## src/rtl/idb_pkg.sv

```systemverilog
// Package for the integrator debouncer: field widths, register indexes, reset values,
// status codes and the structs passed between the core and its step logic.
// No dependencies; every other file imports this package.
package idb_pkg;

    localparam int TIME_W  = 32;
    localparam int COUNT_W = 8;
    localparam int PERIOD_W = 16;
    localparam int CFG_DATA_W = 16;
    localparam int CFG_IDX_W  = 2;

    // Register indexes on the configuration port.
    localparam logic [CFG_IDX_W-1:0] REG_MAX_COUNT      = 2'd0;
    localparam logic [CFG_IDX_W-1:0] REG_SAMPLE_PERIOD  = 2'd1;
    localparam logic [CFG_IDX_W-1:0] REG_BOUNCE_TIMEOUT = 2'd2;

    // Register values after reset.
    localparam logic [COUNT_W-1:0]  MAX_COUNT_RST      = 8'd3;
    localparam logic [PERIOD_W-1:0] SAMPLE_PERIOD_RST  = 16'd1;
    localparam logic [PERIOD_W-1:0] BOUNCE_TIMEOUT_RST = 16'd2000;

    typedef enum logic [1:0] {
        ST_OK       = 2'd0,
        ST_WAITING  = 2'd1,
        ST_UNSTABLE = 2'd2
    } status_t;

    typedef enum logic {
        OP_SAMPLE = 1'b0,
        OP_CLEAR  = 1'b1
    } op_t;

    typedef struct packed {
        logic [COUNT_W-1:0]  max_count;
        logic [PERIOD_W-1:0] sample_period;
        logic [PERIOD_W-1:0] bounce_timeout;
    } idb_cfg_t;

    typedef struct packed {
        logic [COUNT_W-1:0] count;
        logic               held_level;
        logic [TIME_W-1:0]  last_sample_time;
        logic [TIME_W-1:0]  last_stable_time;
    } idb_state_t;

    typedef struct packed {
        op_t               operation;
        logic              raw_level;
        logic [TIME_W-1:0] now_ms;
    } idb_item_t;

    typedef struct packed {
        logic    clean_level;
        status_t status;
    } idb_result_t;

endpackage

```

## src/rtl/idb_step.sv

```systemverilog
// Combinational step of the debouncer: next state and result for one item.
// Depends on idb_pkg for the state, item, configuration and result structs.
module idb_step
    import idb_pkg::*;
(
    input  idb_cfg_t    cfg,
    input  idb_state_t  cur,
    input  idb_item_t   item,
    output idb_state_t  nxt,
    output idb_result_t res
);

    logic [TIME_W-1:0]  since_sample;
    logic [TIME_W-1:0]  since_stable;
    logic               waiting;
    logic [COUNT_W-1:0] count_step;
    logic               at_low;
    logic               at_high;

    // Elapsed times wrap modulo 2^32, which plain unsigned subtraction gives.
    assign since_sample = item.now_ms - cur.last_sample_time;
    assign since_stable = item.now_ms - cur.last_stable_time;
    assign waiting      = since_sample < {{(TIME_W-PERIOD_W){1'b0}}, cfg.sample_period};

    always_comb
    begin
        if (!item.raw_level && cur.count != '0)
        begin
            count_step = cur.count - 1'b1;
        end
        else if (item.raw_level && cur.count < cfg.max_count)
        begin
            count_step = cur.count + 1'b1;
        end
        else
        begin
            count_step = cur.count;
        end
    end

    // The low extreme wins when the maximum is zero.
    assign at_low  = count_step == '0;
    assign at_high = !at_low && count_step >= cfg.max_count;

    always_comb
    begin
        nxt = cur;
        res.clean_level = cur.held_level;
        res.status      = ST_WAITING;
        if (item.operation == OP_CLEAR)
        begin
            nxt = '0;
            res.clean_level = 1'b0;
            res.status      = ST_OK;
        end
        else if (!waiting)
        begin
            nxt.last_sample_time = item.now_ms;
            nxt.count            = count_step;
            if (at_low)
            begin
                nxt.held_level       = 1'b0;
                nxt.last_stable_time = item.now_ms;
            end
            else if (at_high)
            begin
                nxt.held_level       = 1'b1;
                nxt.last_stable_time = item.now_ms;
                nxt.count            = cfg.max_count;
            end
            res.clean_level = nxt.held_level;
            // An extreme restarts the timer, so only a zero timeout reports there.
            if (at_low || at_high)
            begin
                res.status = (cfg.bounce_timeout == '0) ? ST_UNSTABLE : ST_OK;
            end
            else
            begin
                res.status = (since_stable < {{(TIME_W-PERIOD_W){1'b0}}, cfg.bounce_timeout})
                             ? ST_OK : ST_UNSTABLE;
            end
        end
    end

endmodule

```

## config.mk

```make
export PLATFORM = sky130hd
export DESIGN_NAME = idb_step
export DESIGN_NICKNAME = d
export VERILOG_FILES = /design/src/rtl/idb_pkg.sv /design/src/rtl/idb_step.sv
export SDC_FILE = /design/constraint.sdc
export NUM_CORES = 1
export LEC_CHECK = 0
export BUFFER_PORTS_ARGS = -buffer_cell sky130_fd_sc_hd__buf_2
export CAP_MARGIN = 25
export CORE_ASPECT_RATIO = 0.9
export CORE_MARGIN = 5
export CORE_UTILIZATION = 54
export DETAILED_ROUTE_END_ITERATION = 7
export PLACE_DENSITY_LB_ADDON = 0.12
export SLEW_MARGIN = 10
export SYNTH_ARGS = -nofsm -noshare
export SYNTH_HDL_FRONTEND = slang
export SYNTH_SLANG_ARGS = --single-unit
```

## constraint.sdc

```tcl
create_clock -name vclk -period 17.9
set_clock_uncertainty 0.15 [all_clocks]
set_input_delay 1.79 -clock vclk [all_inputs]
set_output_delay 1.79 -clock vclk [all_outputs]
set_load 0.03 [all_outputs]
```

==> impl_results.md <==
- Drt drc: 0
- Worst path max stage delay: 1.05 ns
- Critical-path maximum fanout: 32
- Switch share: 60.61%
- Non-filler instance count after layout: 1,405
- Post-layout minimum cycle time: 9.827 ns
- Highest routed layer: met4
- Combinational power share: 100.0%
- Design internal power: 120.1 µW
- Gp weighted congestion: 0.9757
- Max-cap viol count: 0
- Clock power frac: 0%
- Register area: 0 µm²
- Worst Path Arrival: 7.89 ns
- Crit-path cells: buf_2 -> inv_1 -> ha_1 -> inv_1 -> fa_1 -> a211o_1 -> a21oi_1 -> inv_1 -> a21oi_1 -> xnor2_1 -> ha_1 -> a21oi_1 -> nor2b_1 -> o311ai_0 -> or4b_1 -> a2111o_1 -> or4_2 -> buf_4 -> o21a_2 -> mux2i_1 -> buf_2
- First-pass GRT wire length: 37,230 µm
- FMAX: 101.8 MHz
- Worst Hold Depth: 4
- Synth unique cells: 68
- Design area: 0.008203 mm²
- WP data required: 15.96 ns
- Setup violators final: 0
- Initial antenna violation count: 0
- Setup ws final: 8.073 ns
- Die area: 0.01547 mm²
- Critical path's slowest cell: or4_2
- Final setup TNS: 0 ns
- Wire length after detailed routing: 23,470 µm
- Vias: 8,202
- Power Density: 37.17 mW/mm²
- Hold/Removal Path Class: input pin to output pin
- Seq cells: 0
- Final Hold Viols: 0
- Syn Inst Count: 1,061
- Setup WS pre-CTS: 8.085 ns
- Net switching power: 184.8 µW
- Synth warnings: 0
- Die H: 118.5 µm
- Initial Utilization: 55.47%
- Port bufs: 223
- Max Slew Vio Count: 0
- Detailed Routing Iterations Pass 1: 5
- Placement Cell Area: 0.008200 mm²
- # clk buffers: 0
- Post-cts gate resize count: 0
- Initial DRC Count: 625
- Met1 wire length: 10,690 µm
- Largest net degree at the start of global routing: 65
- Hold_ws: 3.819 ns
- I/O pins: 223
- Fillers: 1,269
- # placed instances: 1,404
- Chip Width: 130.6 µm
- Total GRT Usage: 28.43%
- Syn Area/Cell: 6.658 µm²
- Vias per cell: 5.838
- Slew @ Worst Pin: 1.058 ns
- Std-Cell Rows: 39
- HPWL Detailed: 19,880 µm
- Setup crit end kind: output pin
- Outcome: finished, final reports clean
- Tcrit/Tclk final: 54.90%
- Layout net count: 1,501
- Global route overflow: 0
- Syn Std Cell Area: 0.007064 mm²
- Antenna-violating nets left: 0
- CP Launch Type: input pin
- Syn_nets: 1,320
- Core ar.: 0.01274 mm²
- Met3 WL post-DR: 1854 µm
- Slew margin rel.: 29.48%
- Post-CTS Setup Bufs: 0
- Leakage power: 0.004599 µW
- Vias in the first global route: 7,607
- Met2 WL: 10,610 µm
- P&R area growth vs syn: 16.12%
- Peak supply drop: 23.10 µV
- Layout cells sized above 1: 19.92%
- Register area share after synthesis: 0%
- Crit Path Category: input pin to output pin
- RSZ-0062 raised after global routing: no
- Wire per inst: 16.71 µm
- Sequential share of power: 0%
- Cts hold-fix bufs: 0
-- final timing paths --
path | startpoint | slack [ns] | to
worst max-delay path | item[0] | 8.07 | nxt[18]
worst min-delay path | cur[14] | 3.82 | nxt[14]
-- placed cells by master (no fill, tap or decap), types with 4 or more instances in the layout --
cell	n
o21a_1	11
inv_1	122
a31oi_1	8
o211a_1	4
o21ai_1	8
mux2i_1	82
nor3_1	17
nand3_1	24
buf_4	4
a41oi_1	4
o2111ai_1	5
and4_1	6
o31a_1	4
a21o_1	27
nor2_1	100
buf_2	223
a21boi_0	5
nor2b_1	7
a211o_1	4
a221oi_1	6
a21oi_1	82
nand2b_1	74
or3_1	4
nand2_1	76
ha_1	110
a211oi_1	16
o21bai_1	8
xor2_1	13
o211ai_1	10
xnor2_1	35
o21ai_0	44
and3_1	8
nor4_1	13
nand4_1	16
-- per-stage QoR --
stage | total power, µW | util (%)
5_1_grt | 337.3 | 64.39
6_report | 304.9 | 64.41
4_1_cts | 301.7 | 64.39
3_5_place_dp | 300.0 | 64.39
2_1_floorplan | 218.3 | -
3_3_place_gp | 297.2 | 64.39
-- area by class of cell --
class,count,area (µm²),share of cell area (%)
inverter,122,457.9,5.583
multi-input combinational,891,6391,77.91
antenna,1,2.502,0.03051
timing repair buffer,227,1146,13.97
tap,164,205.2,2.502
-- kinds of logic (layout without fill, tap and decap cells) --
group,Yosys count,in the layout,synth area share [%]
multiplexers,85,85,12.10
AO/OA/AOI/OAI,279,279,25.97
AND/OR/NAND/NOR,367,367,26.28
other,0,1,0
adder cells (fa/ha/maj),112,112,20.05
buffers and inverters,170,349,9.653
XOR/XNOR,48,48,5.951
-- cell usage after synthesis, drive strengths merged, types with 4 or more instances --
| master | number | area share [%] |
|---|---|---|
| a31oi | 8 | 0.71 |
| and4 | 6 | 0.74 |
| nor3 | 17 | 1.2 |
| o21bai | 9 | 1.0 |
| or3 | 4 | 0.35 |
| a21oi | 85 | 6.2 |
| o31a | 4 | 0.50 |
| a211o | 4 | 0.50 |
| nand2b | 74 | 6.6 |
| a21boi | 6 | 0.64 |
| and3 | 8 | 0.71 |
| a221oi | 6 | 0.74 |
| xnor2 | 35 | 4.3 |
| ha | 110 | 19 |
| o211ai | 10 | 1.1 |
| nor2 | 100 | 5.3 |
| mux2i | 82 | 12 |
| nand3 | 24 | 1.7 |
| o21a | 12 | 1.3 |
| or4 | 4 | 0.43 |
| nand4 | 16 | 1.4 |
| nor4 | 14 | 1.2 |
| a211oi | 16 | 1.7 |
| buf | 13 | 1.3 |
| inv | 122 | 6.5 |
| clkbuf | 35 | 1.9 |
| nor2b | 7 | 0.62 |
| xor2 | 13 | 1.6 |
| o21ai | 53 | 3.8 |
| o2111ai | 5 | 0.62 |
| a41oi | 4 | 0.50 |
| o211a | 4 | 0.57 |
| a21o | 27 | 2.9 |
| nand2 | 76 | 4.0 |
-- worst max-delay path: cells and delay by family --
kind | cells | cell delay (ns)
xor+xnor | 1 | 0.15
simple gates | 3 | 1.59
mux | 1 | 0.29
fa+ha+maj | 3 | 0.84
compound gates | 7 | 2.25
buf+inv | 6 | 0.94
-- power groups by stage --
stage	clock network (µW)	registers (µW)	logic [µW]
detailed placement	0	0	300
CTS	0	0	302
global placement	0	0	297
floorplan	0	0	218
finish	0.00000747	0	305
global route	0	0	337
-- metal layers --
metal  global-route usage (%)  up-vias
li1                         -     4152
met5                        0        -
met3                    2.751       28
met2                    48.12      343
met1                    39.97     3679
met4                    3.599        0
Note: power is estimated with default switching activity, not from simulation.
